**src/c3e_pkg.sv**
```systemverilog
// Package for the 3x3 clamped-edge convolution block: widths, register and
// kernel codes, the coefficient table and the shared arithmetic helpers.
// Depends on nothing; every other file of the block imports it.
package c3e_pkg;

    localparam int MAX_WIDTH_DEF    = 1024;
    localparam int MAX_CHANNELS_DEF = 4;
    localparam int MAX_HEIGHT       = 4096;

    localparam int WIDTH_CFG_W = 11;
    localparam int HEIGHT_W    = 13;
    localparam int ROW_W       = 12;
    localparam int NC_W        = 3;
    localparam int CHAN_W      = 2;
    localparam int KSEL_W      = 3;
    localparam int CFG_INDEX_W = 2;
    localparam int CFG_DATA_W  = 13;

    localparam int FIFO_DEPTH = 16;

    localparam int COEF_W   = 20;
    localparam int PROD_W   = 29;
    localparam int ROWSUM_W = 31;
    localparam int SUM_W    = 33;
    localparam int ONE_Q    = 65536;
    localparam int TAPS     = 9;

    localparam logic [CFG_INDEX_W-1:0] CFG_IMAGE_WIDTH   = 2'd0;
    localparam logic [CFG_INDEX_W-1:0] CFG_IMAGE_HEIGHT  = 2'd1;
    localparam logic [CFG_INDEX_W-1:0] CFG_CHANNEL_COUNT = 2'd2;
    localparam logic [CFG_INDEX_W-1:0] CFG_KERNEL_SELECT = 2'd3;

    localparam logic [KSEL_W-1:0] KSEL_EDGE     = 3'd0;
    localparam logic [KSEL_W-1:0] KSEL_SHARPEN  = 3'd1;
    localparam logic [KSEL_W-1:0] KSEL_BOX      = 3'd2;
    localparam logic [KSEL_W-1:0] KSEL_GAUSSIAN = 3'd3;
    localparam logic [KSEL_W-1:0] KSEL_EMBOSS   = 3'd4;
    localparam logic [KSEL_W-1:0] KSEL_IDENTITY = 3'd5;
    localparam int KERNEL_COUNT = 6;

    typedef logic signed [COEF_W-1:0]   coef_t;
    typedef logic signed [PROD_W-1:0]   prod_t;
    typedef logic signed [ROWSUM_W-1:0] rowsum_t;
    typedef logic signed [SUM_W-1:0]    sum_t;

    // One window column, entry 0 is the top row.
    typedef logic [2:0][7:0] col_t;
    // Nine filter taps, entry row*3+col.
    typedef logic [TAPS-1:0][7:0] taps_t;

    typedef struct packed {
        col_t prev_col;
        col_t cur_col;
    } win_t;

    // Control of one request as it leaves the counters.
    typedef struct packed {
        logic              drain;
        logic [7:0]        sample;
        logic [CHAN_W-1:0] chan;
        logic              top_mid;
        logic              has_a;
        logic              has_b;
        logic              a_wide;
        logic              b_narrow;
        logic              eof;
    } item_t;

    typedef struct packed {
        logic has_a;
        logic has_b;
        logic eof;
    } flags_t;

    typedef struct packed {
        logic [7:0] pixel;
        logic       last;
        logic       eof;
    } res_t;

    localparam coef_t KERNEL_TABLE [KERNEL_COUNT][TAPS] = '{
        '{coef_t'(0), coef_t'(-ONE_Q), coef_t'(0),
          coef_t'(-ONE_Q), coef_t'(4 * ONE_Q), coef_t'(-ONE_Q),
          coef_t'(0), coef_t'(-ONE_Q), coef_t'(0)},
        '{coef_t'(0), coef_t'(-ONE_Q), coef_t'(0),
          coef_t'(-ONE_Q), coef_t'(5 * ONE_Q), coef_t'(-ONE_Q),
          coef_t'(0), coef_t'(-ONE_Q), coef_t'(0)},
        '{coef_t'(7282), coef_t'(7282), coef_t'(7282),
          coef_t'(7282), coef_t'(7282), coef_t'(7282),
          coef_t'(7282), coef_t'(7282), coef_t'(7282)},
        '{coef_t'(4096), coef_t'(8192), coef_t'(4096),
          coef_t'(8192), coef_t'(16384), coef_t'(8192),
          coef_t'(4096), coef_t'(8192), coef_t'(4096)},
        '{coef_t'(-2 * ONE_Q), coef_t'(-ONE_Q), coef_t'(0),
          coef_t'(-ONE_Q), coef_t'(ONE_Q), coef_t'(ONE_Q),
          coef_t'(0), coef_t'(ONE_Q), coef_t'(2 * ONE_Q)},
        '{coef_t'(0), coef_t'(0), coef_t'(0),
          coef_t'(0), coef_t'(ONE_Q), coef_t'(0),
          coef_t'(0), coef_t'(0), coef_t'(0)}
    };

    // Selections beyond the last kernel behave as identity.
    function automatic coef_t kernel_coef(input logic [KSEL_W-1:0] ksel, input int tap);
        logic [KSEL_W-1:0] k;
        k = (ksel > KSEL_IDENTITY) ? KSEL_IDENTITY : ksel;
        return KERNEL_TABLE[k][tap];
    endfunction

    function automatic prod_t tap_product(input logic [7:0] px, input coef_t co);
        logic signed [8:0] pxs;
        prod_t             p;
        pxs = signed'({1'b0, px});
        p   = pxs * co;
        return p;
    endfunction

    // A non-positive sum gives zero, otherwise the integer part saturated to 255.
    function automatic logic [7:0] saturate(input sum_t s);
        logic [7:0] r;
        if (s <= sum_t'(0)) begin
            r = 8'd0;
        end else if (s[SUM_W-1:16] > (SUM_W - 16)'(255)) begin
            r = 8'd255;
        end else begin
            r = s[23:16];
        end
        return r;
    endfunction

endpackage

```
**src/c3e_ctrl.sv**
```systemverilog
// Configuration registers, raster position counters and output credit for
// the convolution block; decides per request what the pipeline produces.
// Depends on c3e_pkg.
module c3e_ctrl import c3e_pkg::*; #(
    parameter int MAX_WIDTH    = MAX_WIDTH_DEF,
    parameter int MAX_CHANNELS = MAX_CHANNELS_DEF,
    localparam int LineAw      = $clog2(MAX_WIDTH * MAX_CHANNELS)
) (
    input  logic                   aclk,
    input  logic                   aresetn,
    input  logic                   s_valid,
    output logic                   s_ready,
    input  logic                   s_func,
    input  logic [7:0]             s_sample,
    input  logic                   cfg_wr_en,
    input  logic [CFG_INDEX_W-1:0] cfg_index,
    input  logic [CFG_DATA_W-1:0]  cfg_wr_data,
    input  logic                   pop,
    output logic                   launch,
    output item_t                  item,
    output logic [LineAw-1:0]      idx,
    output logic [KSEL_W-1:0]      kernel_sel
);

    localparam int ColW  = $clog2(MAX_WIDTH);
    localparam int WEffW = $clog2(MAX_WIDTH + 1);
    localparam int ResW  = $clog2(FIFO_DEPTH + 1);

    logic [WIDTH_CFG_W-1:0] width_cfg_reg;
    logic [HEIGHT_W-1:0]    height_cfg_reg;
    logic [NC_W-1:0]        chans_cfg_reg;
    logic [KSEL_W-1:0]      kernel_reg;

    logic [ColW-1:0]   col_reg, col_next;
    logic [ROW_W-1:0]  row_reg, row_next;
    logic [CHAN_W-1:0] chan_reg, chan_next;
    logic [LineAw-1:0] idx_reg, idx_next;
    logic              draining_reg, draining_next;
    logic [ResW-1:0]   resv_reg, resv_next;

    logic [WEffW-1:0]    w_eff;
    logic [HEIGHT_W-1:0] h_eff;
    logic [NC_W-1:0]     nc_eff;
    logic                last_col, last_ch, last_row, has_out;
    logic [1:0]          n_res;

    always_comb begin
        if (width_cfg_reg == '0) begin
            w_eff = WEffW'(1);
        end else if (int'(width_cfg_reg) > MAX_WIDTH) begin
            w_eff = WEffW'(MAX_WIDTH);
        end else begin
            w_eff = WEffW'(width_cfg_reg);
        end
        if (height_cfg_reg == '0) begin
            h_eff = HEIGHT_W'(1);
        end else if (int'(height_cfg_reg) > MAX_HEIGHT) begin
            h_eff = HEIGHT_W'(MAX_HEIGHT);
        end else begin
            h_eff = height_cfg_reg;
        end
        if (chans_cfg_reg == '0) begin
            nc_eff = NC_W'(1);
        end else if (int'(chans_cfg_reg) > MAX_CHANNELS) begin
            nc_eff = NC_W'(MAX_CHANNELS);
        end else begin
            nc_eff = chans_cfg_reg;
        end
    end

    assign last_col = (WEffW'(col_reg) + WEffW'(1)) >= w_eff;
    assign last_ch  = (NC_W'(chan_reg) + NC_W'(1)) >= nc_eff;
    assign last_row = (HEIGHT_W'(row_reg) + HEIGHT_W'(1)) >= h_eff;
    assign has_out  = s_func || (row_reg != '0);

    always_comb begin
        item.drain    = s_func;
        item.sample   = s_sample;
        item.chan     = chan_reg;
        item.top_mid  = s_func ? (row_reg == '0) : (row_reg <= ROW_W'(1));
        item.has_a    = has_out && (col_reg != '0);
        item.has_b    = has_out && last_col;
        item.a_wide   = col_reg == ColW'(1);
        item.b_narrow = col_reg == '0;
        item.eof      = s_func && last_col && last_ch;
    end

    assign s_ready    = resv_reg <= ResW'(FIFO_DEPTH - 2);
    assign launch     = s_valid && s_ready && (s_func == draining_reg);
    assign idx        = idx_reg;
    assign kernel_sel = kernel_reg;
    assign n_res      = {1'b0, item.has_a} + {1'b0, item.has_b};

    always_comb begin
        resv_next = resv_reg + (launch ? ResW'(n_res) : ResW'(0))
                    - (pop ? ResW'(1) : ResW'(0));
        col_next      = col_reg;
        row_next      = row_reg;
        chan_next     = chan_reg;
        idx_next      = idx_reg;
        draining_next = draining_reg;
        if (cfg_wr_en) begin
            col_next      = '0;
            row_next      = '0;
            chan_next     = '0;
            idx_next      = '0;
            draining_next = 1'b0;
        end else if (launch) begin
            if (!last_ch) begin
                chan_next = chan_reg + CHAN_W'(1);
                idx_next  = idx_reg + LineAw'(1);
            end else begin
                chan_next = '0;
                if (!last_col) begin
                    col_next = col_reg + ColW'(1);
                    idx_next = idx_reg + LineAw'(1);
                end else begin
                    col_next = '0;
                    idx_next = '0;
                    if (s_func) begin
                        row_next      = '0;
                        draining_next = 1'b0;
                    end else if (last_row) begin
                        draining_next = 1'b1;
                    end else begin
                        row_next = row_reg + ROW_W'(1);
                    end
                end
            end
        end
    end

    always_ff @(posedge aclk) begin
        if (!aresetn) begin
            width_cfg_reg  <= WIDTH_CFG_W'(1);
            height_cfg_reg <= HEIGHT_W'(1);
            chans_cfg_reg  <= NC_W'(1);
            kernel_reg     <= KSEL_IDENTITY;
        end else if (cfg_wr_en) begin
            case (cfg_index)
                CFG_IMAGE_WIDTH:   width_cfg_reg  <= cfg_wr_data[WIDTH_CFG_W-1:0];
                CFG_IMAGE_HEIGHT:  height_cfg_reg <= cfg_wr_data[HEIGHT_W-1:0];
                CFG_CHANNEL_COUNT: chans_cfg_reg  <= cfg_wr_data[NC_W-1:0];
                CFG_KERNEL_SELECT: kernel_reg     <= cfg_wr_data[KSEL_W-1:0];
                default: ;
            endcase
        end
    end

    always_ff @(posedge aclk) begin
        if (!aresetn) begin
            col_reg      <= '0;
            row_reg      <= '0;
            chan_reg     <= '0;
            idx_reg      <= '0;
            draining_reg <= 1'b0;
            resv_reg     <= '0;
        end else begin
            col_reg      <= col_next;
            row_reg      <= row_next;
            chan_reg     <= chan_next;
            idx_reg      <= idx_next;
            draining_reg <= draining_next;
            resv_reg     <= resv_next;
        end
    end

endmodule

```
**config.mk**
```make
export PLATFORM = sky130hd
export DESIGN_NAME = c3e_ctrl
export DESIGN_NICKNAME = d
export VERILOG_FILES = /design/src/c3e_pkg.sv /design/src/c3e_ctrl.sv
export SDC_FILE = /design/constraint.sdc
export NUM_CORES = 1
export LEC_CHECK = 0
export BUFFER_PORTS_ARGS = -buffer_cell sky130_fd_sc_hd__buf_4
export CAP_MARGIN = 20
export CORE_MARGIN = 2
export CORE_UTILIZATION = 52
export DETAILED_ROUTE_END_ITERATION = 16
export PLACE_DENSITY = 0.78
export SLEW_MARGIN = 20
export SYNTH_ARGS = -nofsm -noshare
export SYNTH_HDL_FRONTEND = slang
export SYNTH_SLANG_ARGS = --single-unit
export TNS_END_PERCENT = 10
```
**constraint.sdc**
```tcl
create_clock -name aclk -period 3.75 [get_ports aclk]
set_input_delay 0.5625 -clock aclk [delete_from_list [all_inputs] [get_ports aclk]]
set_output_delay 0.5625 -clock aclk [all_outputs]
set_load 0.02 [all_outputs]
```
# --- Word-level counts from Yosys, hierarchy flattened ---
# Index checks and enable logic that the tools add are counted.
word_totals:
  regBits: 72
  output_inout_bits: 34
classes:
  addsub: 10
  n_lt_le_gt_ge: 8
  eq_ne: 6
  mux: 17
  bitwise: 1
  n_reduce_logical: 24
ops:
  columns: ["op", "count"]
  rows:
  - ["12-bit 2-to-1 mux", 4]
  - ["13-bit 2-to-1 mux", 2]
  - ["12-bit by 1-bit adder with 12-bit output (second input constant)", 2]
  - ["11-bit 2-to-1 mux", 2]
  - ["12-bit by 1-bit adder with 13-bit output (second input constant)", 1]
  - ["13-bit >= comparator", 1]
  - ["13-bit greater-than comparator (second input constant)", 1]
  - ["13-bit logical NOT", 1]
  - ["12-bit by 1-bit less-or-equal comparator with 1-bit output (second input constant)", 1]
  - ["12-bit logical NOT", 1]
  - ["12-bit nonzero test", 1]
  - ["10-bit by 1-bit adder with 11-bit output (second input constant)", 1]
  - ["11-bit >= comparator", 1]
  - ["11-bit greater-than comparator (second input constant)", 1]
  - ["11-bit logical NOT", 1]
  - ["10-bit by 1-bit adder with 10-bit output (second input constant)", 1]
  - ["10-bit by 1-bit equality test with 1-bit output (second input constant)", 1]
  - ["10-bit logical NOT", 1]
  - ["10-bit 2-to-1 mux", 1]
  - ["2-bit AND reduction", 5]
  - ["10-bit nonzero test", 1]
  - ["4-bit AND reduction", 2]
  - ["1-bit logical AND", 6]
  - ["3-bit 2-to-1 mux", 2]
  - ["20 further kinds", 25]

# --- Longest topological paths before layout ---
# Gate-level depths: netlist of the first run.
logic_depth:
  word_depth: 9
  mapped_depth: 21

# --- Worst setup path after synthesis of the first run ---
# OpenSTA, ideal clock, no wires.
synth_path:
  kind: "register to register"
  startpoint: "register col_reg[2]"
  endpoint: "register resv_reg[4]"
  setup_time_ns: 0.115
  arrival_ns: 4.025
  required_ns: 3.635
  slack_ns: -0.390
  path_stages_with_launch: 22
  path_buffers: 1
  synth_period_minus_slack_ns: 4.140
  path_cell_list: "dfxtp_1 -> and4_1 -> and3_1 -> nand4_1 -> xnor2_1 -> ha_1 -> nand4_1 -> a211oi_1 -> a211o_1 -> nor2_2 -> buf_4 -> nor2_1 -> ha_1 -> nand2_1 -> ha_1 -> inv_1 -> ha_1 -> fa_1 -> a21o_1 -> a21oi_1 -> xnor2_1 -> and2_1"
synth_lines:
  columns: ["item", "line_no", "text"]
  rows:
  - ["start: declaration", "c3e_ctrl.sv:34", "logic [ColW-1:0] col_reg, col_next;"]
  - ["start signal: assignment", "c3e_ctrl.sv:159", "col_reg <= col_next;"]
  - ["end signal: assignment", "c3e_ctrl.sv:164", "resv_reg <= resv_next;"]
  - ["end: declaration", "c3e_ctrl.sv:39", "logic [ResW-1:0] resv_reg, resv_next;"]

# --- Worst setup path after layout of the first run ---
layout_path:
  startpoint: "register col_reg[3]"
  endpoint: "register resv_reg[4]"
layout_via:
  elab_chain_len: 7
  elab_cells_between_ends: 9
  classes_between: "4 x add/sub; 1 x order compare; 1 x mux; 3 x reduce/logical"
layout_rtl:
  columns: ["item", "line_no", "text"]
  rows:
  - ["10-bit by 1-bit adder with 11-bit output", "c3e_ctrl.sv:71", "assign last_col = (WEffW'(col_reg) + WEffW'(1)) >= w_eff;"]
  - ["11-bit >= comparator", "c3e_ctrl.sv:71", null]
  - ["1-bit logical AND", "c3e_ctrl.sv:82", "item.has_b = has_out && last_col;"]
  - ["1-bit by 1-bit adder with 2-bit output (*)", "c3e_ctrl.sv:92", "assign n_res = {1'b0, item.has_a} + {1'b0, item.has_b};"]
  - ["2-bit 2-to-1 mux (*)", "c3e_ctrl.sv:95", "resv_next = resv_reg + (launch ? ResW'(n_res) : ResW'(0))"]
  - ["5-bit by 2-bit adder with 5-bit output (*)", "c3e_ctrl.sv:95", null]
  - ["5-bit by 1-bit subtractor with 5-bit output (*)", "c3e_ctrl.sv:96", "- (pop ? ResW'(1) : ResW'(0));"]
# Every way passes the cells marked *; elsewhere a longest branch is shown, timed or not.
# A chain may end at the register's enable or synchronous reset.

==> results.cfg, run 1 <==
[outcome]
status = finished with violations
violations = setup timing

[route]
dr_total_vias = 4025
drt-initial-drc-count = 212
ant_nets = 0
first_pass_iters = 4
finalWirelength_mm = 10.9
remaining_drc_errors = 0
wl_per_cell_um = 15.5
drt-vias-per-instance = 5.73

[timing]
fin_tns_setup_ns = -0.141
setup_viol = 1
final.setup.worst_slack_ns = -0.141
final_hold_viol_count = 0
final-max-slew-violation-count = 0
max_slew_margin_vs_limit = 0.434
shortest_clock_period_the_worst_path_allows_after_layout_ns = 3.89
finalHoldWorstSlack_ns = 0.460
max_slew.worst_pin.slew_ns = 0.846
clock_skew_ns = 0.0156
rsz0062_at_grt = true
final_min_period_over_clock_period = 1.04
fmax_mhz = 257

[clock_network]
cts_hold_buf = 0
tritoncts_clock_tree = built
clockBufferDepth = 2
path_clk_slew_ns = 0.08
numClockSinks = 72
cts-buffers-inserted = 9
clock_insertion_delay_worst_skew_ns = 0.36
cts_root_buffer = clkbuf_8
cts_h_tree_lvls = 3

[power_and_ir_drop]
power_density_nw_per_um2 = 370
p_leak_nw = 2.24
power_mw = 2.01
ir_worst_vdd_uv = 252

[global_routing]
grt_first_pass_wirelength_mm = 18.3
grt_pass1_vias = 3923
maximum_number_of_pins_on_one_net_before_global_route_repair = 38
groute.usage.overall = 0.233
antenna_found_initial = 0
grt_overflow = 0

[final_layout]
antenna_cells_inserted = 0
filler_cells_inserted = 691
largest_register_ffs = 13
post_route_cells_drive_above_1_share = 0.229
finish.net_count = 667
post-route-cell-area_um2 = 5430
syn2layout_area_growth_pct = 20.4

[setup_path]
worst-path-max-fanout = 3
reg2reg_depth = 20
crit-reg2reg-launch = col_reg[3]
criticalPathCategory = flop to flop
endpoint_kind = flop
cp_data_required_time_ns = 4.06
setup.reg_to_reg.worst_slack_ns = -0.14
critical_path_arrival_ns = 4.20
worstSetupStartpointType = flop
worstReg2RegEnd = resv_reg[4]

[die]
initial_core_util = 0.543
die_height_um = 97.1
ios = 63
fp.dieArea_um2 = 9430
die-width_um = 97.1
core_area_um2 = 8300
cell_rows = 33

[placement]
globalplace.congestion = 0.887
placed_inst_area_um2 = 5100
dp_hpwl_mm = 7.85
port-buffer-count = 46
place_ws_ns = -0.303

[synthesis]
synth_cells = 532
count_of_flip_flops_with_a_built_in_enable_after_synthesis = 0
synth.yosys.warnings = 0
synth.cells.most_frequent = nand2_1 (81), dfxtp_1 (72), ha_1 (44)
post-synth-top-count-cell = nand2_1
synth_fp_nets = 606
postSynth.asyncResetShare = 0
synth-seq-area-share = 0.320
syn_area_per_cell_um2 = 8.47
post_synth_num_cell_types = 53
synth_top_area_share = 0.320
ys_dominant_reg_cell = dfxtp_1
netlist.top_cell.by_area = dfxtp_1
ys_ff_latch = 72
synth_top_cells_by_area = dfxtp_1 (32%), ha_1 (12%), nand2_1 (6.7%)
post_synth_instance_area_um2 = 4510

[min_path]
hold_path_depth = 3
min-delay-path-class = input port to flop
min_delay_worst_endpoint = height_cfg_reg[11]
min_delay_src = cfg_wr_data[11]

[flow_run]
drv_cap = 0
==> worst max-delay path, stage by stage, from the launching register on <==
cell      delay [ns]
dfxtp_2         0.33
and4_4          0.22
and3_4          0.18
nand4_1         0.13
xnor2_2         0.19
ha_1            0.32
nand4_1         0.12
a211oi_2        0.05
a211o_1         0.36
nor2_4          0.14
nor2_4          0.06
ha_4            0.26
nand2_4         0.05
ha_4            0.27
inv_2           0.04
ha_4            0.15
fa_2            0.34
a21o_1          0.18
a21oi_2         0.14
xnor2_1         0.16
and2_1          0.16
==> where the power goes <==
part / switching [mW] / total (mW) / leakage (nW) / internal [mW]
logic: 0.269 / 0.490 / 1.56 / 0.221
registers: 0.0278 / 0.826 / 0.586 / 0.798
clock network: 0.319 / 0.694 / 0.102 / 0.374
total: 0.616 / 2.01 / 2.24 / 1.39
==> cells by family (layout without fill, tap and decap cells) <==
family / after synthesis / count (layout) / share of synthesized area
fa+ha+maj: 45 / 45 / 0.127
flops: 72 / 72 / 0.320
mux: 18 / 18 / 0.0400
compound gates: 91 / 91 / 0.145
simple gates: 217 / 217 / 0.241
buf+inv: 55 / 120 / 0.0614
xor+xnor: 34 / 34 / 0.0661
==> worst max-delay path by stage <==
stage / slack, ns / start / end
after global routing: -0.32 / width_cfg_reg[6] / resv_reg[4]
after CTS: -0.09 / col_reg[3] / resv_reg[4]
final: -0.14 / col_reg[3] / resv_reg[4]
after detailed placement: -0.30 / width_cfg_reg[9] / resv_reg[4]
after floorplan: -0.20 / width_cfg_reg[3] / resv_reg[4]
after global placement: -0.16 / width_cfg_reg[9] / resv_reg[4]
==> repair_timing <==
item / in CTS / in global routing
pin swaps: 19 / 5
setup buffers: 1 / 0
gates resized for setup: 13 / 4
setup endpoints to repair: 3 / 4
cloned: 0 / 0
==> final cells by class <==
cell class | count | area (um2) | area share
inverter | 22 | 82.6 | 0.0152
sequential | 72 | 1450 | 0.267
tap | 105 | 131 | 0.0242
multi-input combinational | 405 | 2920 | 0.539
timing repair buffer | 83 | 623 | 0.115
clock buffer | 9 | 124 | 0.0228
clock inverter | 6 | 92.6 | 0.0171
==> metrics by stage <==
stage / util / instances
2_1_floorplan: - / 532
3_3_place_gp: 0.614 / 686
3_5_place_dp: 0.614 / 686
4_1_cts: 0.651 / 702
5_1_grt: 0.654 / 702
6_report: 0.654 / 702
==> cell usage in the layout (no fill, tap or decap), types with 6 or more instances in the layout <==
cell type and count:
nand4_1 11, xnor2_1 19, a21boi_0 12, mux2i_1 18
dfxtp_2 7, nor4_1 6, a21oi_1 21, nor2b_1 15
nor2_2 6, nand3_1 22, nor2_1 24, inv_1 21
clkbuf_8 9, and3_1 17, ha_1 41, a32oi_1 8
dfxtp_1 65, nand2_1 80, buf_4 83, o21ai_0 7
xor2_1 14, and2_1 10
==> metal layers <==
metal,track usage,wire length (um),vias up
li1,-,-,1983
met1,0.302,4940,1901
met2,0.390,5170,121
met3,0.0446,556,20
met4,0.0769,206,0
met5,0,0,-
Note: power is estimated with default switching activity, not from simulation.
==> run 2: changes to the inputs <==
- CORE_UTILIZATION: 52 -> 55
- GPL_TIMING_DRIVEN: not set -> 0
- PLACE_DENSITY: 0.78 -> 0.79
- REMOVE_ABC_BUFFERS: not set -> 1
- clock period: 3.75 -> 4.8 ns (I/O delays scaled with it)
==> run 2 against run 1 <==
Effect of this change: the flow now finishes without violations; clock skew shrank 0.0013 ns; non-clock buffer count shrank 36; sequential share of layout area grew 2.1 points; die area shrank 5.2%; power shrank 28%; register-to-register slack gained 0.39 ns; via count shrank 4.1%; clock-buffer cell count grew 1; clock power shrank 29%; sequential power shrank 22%; critical path type unchanged; highest routed layer unchanged.
==> results.cfg, run 2 (synthesis gave the netlist of run 1 again) <==
[die]
die_height_um = 94.5
initial_core_util = 0.557
die-width_um = 94.5
fp.dieArea_um2 = 8930
ios = 63
cell_rows = 33
core_area_um2 = 8090

[route]
drt-initial-drc-count = 160
finalWirelength_mm = 10.0
ant_nets = 0
dr_total_vias = 3858
drt-vias-per-instance = 5.78
wl_per_cell_um = 15.0
first_pass_iters = 4
remaining_drc_errors = 0

[final_layout]
largest_register_ffs = 13
final_cells = 667
finish.net_count = 631
final_core_utilization = 0.618
leading_cell_types_in_the_layout_fill_and_taps_excluded = nand2_1 (81), dfxtp_1 (72), buf_4 (47)
post_route_cells_drive_above_1_share = 0.141
syn2layout_area_growth_pct = 11.0
final_common_cell = nand2_1
antenna_cells_inserted = 0

[setup_path]
worstSetupStartpointType = flop
setup.reg_to_reg.worst_slack_ns = 0.25
criticalPathCategory = flop to flop
worstReg2RegEnd = resv_reg[4]
worst-path-max-fanout = 11
crit_end = resv_reg[4]
crit-reg2reg-launch = col_reg[2]
critical_path_arrival_ns = 4.80
endpoint_kind = flop
reg2reg_depth = 20
critPathLaunch = col_reg[2]
cp_data_required_time_ns = 5.05

[clock_network]
numClockSinks = 72
cts_root_buffer = clkbuf_8
clockBufferDepth = 2
cts_hold_buf = 0
tritoncts_clock_tree = built
cts_h_tree_lvls = 3
path_clk_slew_ns = 0.09
clock_insertion_delay_worst_skew_ns = 0.35
cts-buffers-inserted = 9

[global_routing]
grt_overflow = 0
groute.usage.overall = 0.234
grt_first_pass_wirelength_mm = 16.6
grt_pass1_vias = 3692
maximum_number_of_pins_on_one_net_before_global_route_repair = 38
antenna_found_initial = 0

[power_and_ir_drop]
power_density_nw_per_um2 = 291
ir_worst_vdd_uv = 159
p_leak_nw = 2.03

[min_path]
min-delay-path-class = flop to flop
hold_path_depth = 2
min_delay_src = height_cfg_reg[0]

[flow_run]
drv_cap = 0

[timing]
fmax_mhz = 220
setup_viol = 0
shortest_clock_period_the_worst_path_allows_after_layout_ns = 4.55
final_hold_viol_count = 0
fin_tns_setup_ns = 0
finalHoldWorstSlack_ns = 0.482
max_slew.worst_pin.slew_ns = 0.894
max_slew_margin_vs_limit = 0.404
final-max-slew-violation-count = 0
rsz0062_at_grt = false
clock_skew_ns = 0.0143
final_min_period_over_clock_period = 0.947

[placement]
port-buffer-count = 46
dp_hpwl_mm = 7.42
place.detailed.instances = 651
globalplace.congestion = 0.851

[outcome]
status = finished, final reports clean
## run 2: critical path, stage by stage (launching register included)
cell and delay [ns]:
dfxtp_1 0.45, and4_1 0.27, and3_1 0.21, nand4_1 0.13, xnor2_1 0.26, ha_1 0.29, nand4_1 0.10, a211oi_1 0.06
a211o_1 0.40, nor2_4 0.28, nor2_1 0.12, ha_1 0.32, nand2_1 0.05, ha_1 0.31, inv_1 0.04, ha_1 0.20
fa_1 0.40, a21o_1 0.18, a21oi_1 0.17, xnor2_1 0.08, and2_1 0.15
## run 2: worst min-delay path by stage
stage / end
after global placement: height_cfg_reg[0]
after global routing: height_cfg_reg[0]
after detailed placement: height_cfg_reg[0]
after floorplan: height_cfg_reg[0]
final: height_cfg_reg[0]
after CTS: height_cfg_reg[0]
## run 2: report_power, final
group | switching [mW] | internal (mW) | leakage (nW)
registers | 0.0232 | 0.623 | 0.584
logic | 0.181 | 0.133 | 1.34
clock network | 0.250 | 0.243 | 0.101
## run 2: per-layer routing
layer,up-vias,track usage,part of all wire
li1,1915,-,-
met1,1798,0.294,0.44
met2,119,0.393,0.49
met3,26,0.0487,0.051
met4,0,0.0942,0.024
met5,-,0,0
## run 2: final cells by class
| cell class | instances | area [um2] |
|---|---|---|
| Clock buffer | 10 | 128 |
| Tap cell | 105 | 131 |
| Inverter | 22 | 82.6 |
| Timing Repair Buffer | 47 | 353 |
| Fill cell | 751 | 3090 |
| Multi-Input combinational cell | 405 | 2800 |
| Clock inverter | 6 | 66.3 |
| Sequential cell | 72 | 1440 |
## run 2: timing repair
action                                  CTS  global route
hold endpoints to repair                  0             0
endpoints found under the setup margin    0             1
buffers inserted                          0             0
resized for setup                         0             1
## run 2: through the flow
| stage | total power [mW] | cell area [um2] | setup WS (ns) |
|---|---|---|---|
| finish | 1.45 | 5000 | 0.253 |
| global route | 1.52 | 5000 | 0.00553 |
| CTS | 1.45 | 5000 | 0.149 |
| detailed placement | 0.971 | 4800 | 0.165 |
| global placement | 0.952 | 4790 | 0.309 |
| floorplan | 0.874 | 4310 | 0.570 |
==> run 3: changes to the inputs <==
- clock period: 4.8 -> 4.2 ns (I/O delays scaled with it)
==> run 3 against run 2 <==
Effect of this change: first-iteration DRC count rose by 8.8%; cell count grew 1.5%; die area unchanged; largest cell class unchanged.
==> results.cfg, run 3 (synthesis gave the netlist of run 1 again) <==
[outcome]
status = finished, final reports clean

[clock_network]
numClockSinks = 72
path_clk_slew_ns = 0.08
cts-buffers-inserted = 9
tritoncts_clock_tree = built
cts_root_buffer = clkbuf_8
clock_insertion_delay_worst_skew_ns = 0.35
clockBufferDepth = 2
cts_h_tree_lvls = 3

[die]
ios = 63
die-width_um = 94.5
core_area_um2 = 8090
fp.dieArea_um2 = 8930
initial_core_util = 0.557
cell_rows = 33
die_height_um = 94.5

[route]
finalWirelength_mm = 10.4
ant_nets = 0
first_pass_iters = 5
dr_total_vias = 3941
drt-vias-per-instance = 5.82
remaining_drc_errors = 0
wl_per_cell_um = 15.3
drt-initial-drc-count = 174

[placement]
globalplace.congestion = 0.851
port-buffer-count = 46
placed_inst_area_um2 = 4800
dp_hpwl_mm = 7.42
place_ws_ns = -0.435

[final_layout]
syn2layout_area_growth_pct = 14.4
finish.net_count = 641
post-route-cell-area_um2 = 5150
final_common_cell = nand2_1
largest_register_ffs = 13
post_route_cells_drive_above_1_share = 0.187
antenna_cells_inserted = 0
final_core_utilization = 0.637
leading_cell_types_in_the_layout_fill_and_taps_excluded = nand2_1 (81), dfxtp_1 (67), buf_4 (57)

[timing]
rsz0062_at_grt = true
setup_viol = 0
clock_skew_ns = 0.0121
max_slew_margin_vs_limit = 0.387
shortest_clock_period_the_worst_path_allows_after_layout_ns = 4.11
final_min_period_over_clock_period = 0.977
max_slew.worst_pin.slew_ns = 0.918
final_hold_viol_count = 0
fmax_mhz = 244
final.setup.worst_slack_ns = 0.0947
final-max-slew-violation-count = 0

[setup_path]
critical_path.n_buffers_inverters = 1
cpMaxStageDelayCell = dfxtp_4
critPathLaunch = col_reg[3]
endpoint_kind = flop
cp_data_required_time_ns = 4.45
max_stage_delay_ns = 0.37
worst-path-max-fanout = 5
critical-path-top-cell-by-count = ha_1
kind_of_cell_adding_the_most_delay_to_the_critical_path = adder cells
criticalPathCategory = flop to flop
crit-reg2reg-launch = col_reg[3]
worstSetupStartpointType = flop
critical_path_arrival_ns = 4.36
crit_chain = and4_4 -> and3_4 -> nand4_1 -> xnor2_2 -> ha_1 -> nand4_1 -> a211oi_2 -> a211o_1 -> nor2_4 -> nor2_2 -> ha_1 -> nand2_1 -> ha_1 -> inv_2 -> ha_4 -> fa_2 -> a21o_1 -> a21oi_2 -> xnor2_1 -> and2_1

[flow_run]
drv_cap = 0

[min_path]
min_delay_src = height_cfg_reg[0]
min-delay-path-class = flop to flop

[global_routing]
antenna_found_initial = 0
grt_first_pass_wirelength_mm = 16.7
grt_overflow = 0
grt_pass1_vias = 3712
groute.usage.overall = 0.236
maximum_number_of_pins_on_one_net_before_global_route_repair = 38

[power_and_ir_drop]
cell_internal_pwr_mw = 1.16
p_switching_mw = 0.536
seq_power_share = 0.435
power_frac_clock = 0.332
power_density_nw_per_um2 = 329
p_comb_frac = 0.233
power_switching_share = 0.316
ir_worst_vdd_uv = 181
p_leak_nw = 2.09
==> run 3: changes by cell type in the layout (fill, tap and decap cells not counted), moves of 2 or more <==
cell     change
a21oi_1      -2
a21oi_2      +2
nor4_2       +2
ha_1         -2
dfxtp_1      -5
buf_4       +10
dfxtp_4      +4
nor4_1       -2
==> run 3: cell type report <==
cell class,instances,area (um2)
Tap cell,105,131
Sequential cell,72,1460
Fill cell,742,2940
Timing Repair Buffer,57,428
Inverter,22,82.6
Multi-Input combinational cell,405,2860
Clock inverter,6,66.3
Clock buffer,10,128
==> run 3: timing repair <==
| action | 4_1_cts | 5_1_grt |
|---|---|---|
| buffers inserted | 2 | 8 |
| hold buffers | 0 | 0 |
| endpoints found under the setup margin | 4 | 3 |
| resized for setup | 7 | 18 |
| pin swaps | 2 | 11 |
==> run 3: power groups by stage <==
| stage | registers, mW | logic, mW | clock network (mW) |
|---|---|---|---|
| 3_3_place_gp | 0.753 | 0.336 | 0 |
| 6_report | 0.738 | 0.395 | 0.562 |
| 3_5_place_dp | 0.754 | 0.355 | 0 |
| 4_1_cts | 0.738 | 0.366 | 0.566 |
| 5_1_grt | 0.741 | 0.431 | 0.601 |
| 2_1_floorplan | 0.750 | 0.249 | 0 |
==> run 3: per-layer routing <==
| layer | vias to the layer above | global-route usage | part of all wire |
|---|---|---|---|
| met2 | 133 | 0.398 | 0.49 |
| met4 | 0 | 0.0942 | 0.033 |
| met3 | 35 | 0.0487 | 0.052 |
| met5 | - | 0 | 0 |
| met1 | 1840 | 0.296 | 0.43 |
| li1 | 1933 | - | - |
==> run 3: worst paths after layout <==
check	to	slack [ns]	cells after the start
worst max-delay path	resv_reg[4]	0.09	20
worst max register to register	resv_reg[4]	0.09	20
worst min register to register	height_cfg_reg[0]	0.48	2
worst min-delay path	height_cfg_reg[0]	0.48	2
==> run 3: stage by stage <==
stage / total power [mW] / TNS, ns / std cells / hold slack (ns)
6_report: 1.70 / 0 / 677 / 0.477
3_5_place_dp: 1.11 / -0.712 / 651 / 0.455
2_1_floorplan: 0.998 / -0.0303 / 499 / 0.439
5_1_grt: 1.77 / -0.101 / 677 / 0.491
4_1_cts: 1.67 / 0 / 669 / 0.476
3_3_place_gp: 1.09 / -0.342 / 650 / 0.454
==> run 3: worst register-to-register path, delay by kind of cell (launching register included) <==
| kind | cells | cell delay (ns) |
|---|---|---|
| AOI/OAI and AO/OA | 4 | 0.74 |
| DFF | 1 | 0.37 |
| adders and majority gates | 5 | 1.44 |
| buffers and inverters | 1 | 0.05 |
| and+or+nand+nor | 8 | 1.11 |
| xor gates and xnor gates | 2 | 0.32 |
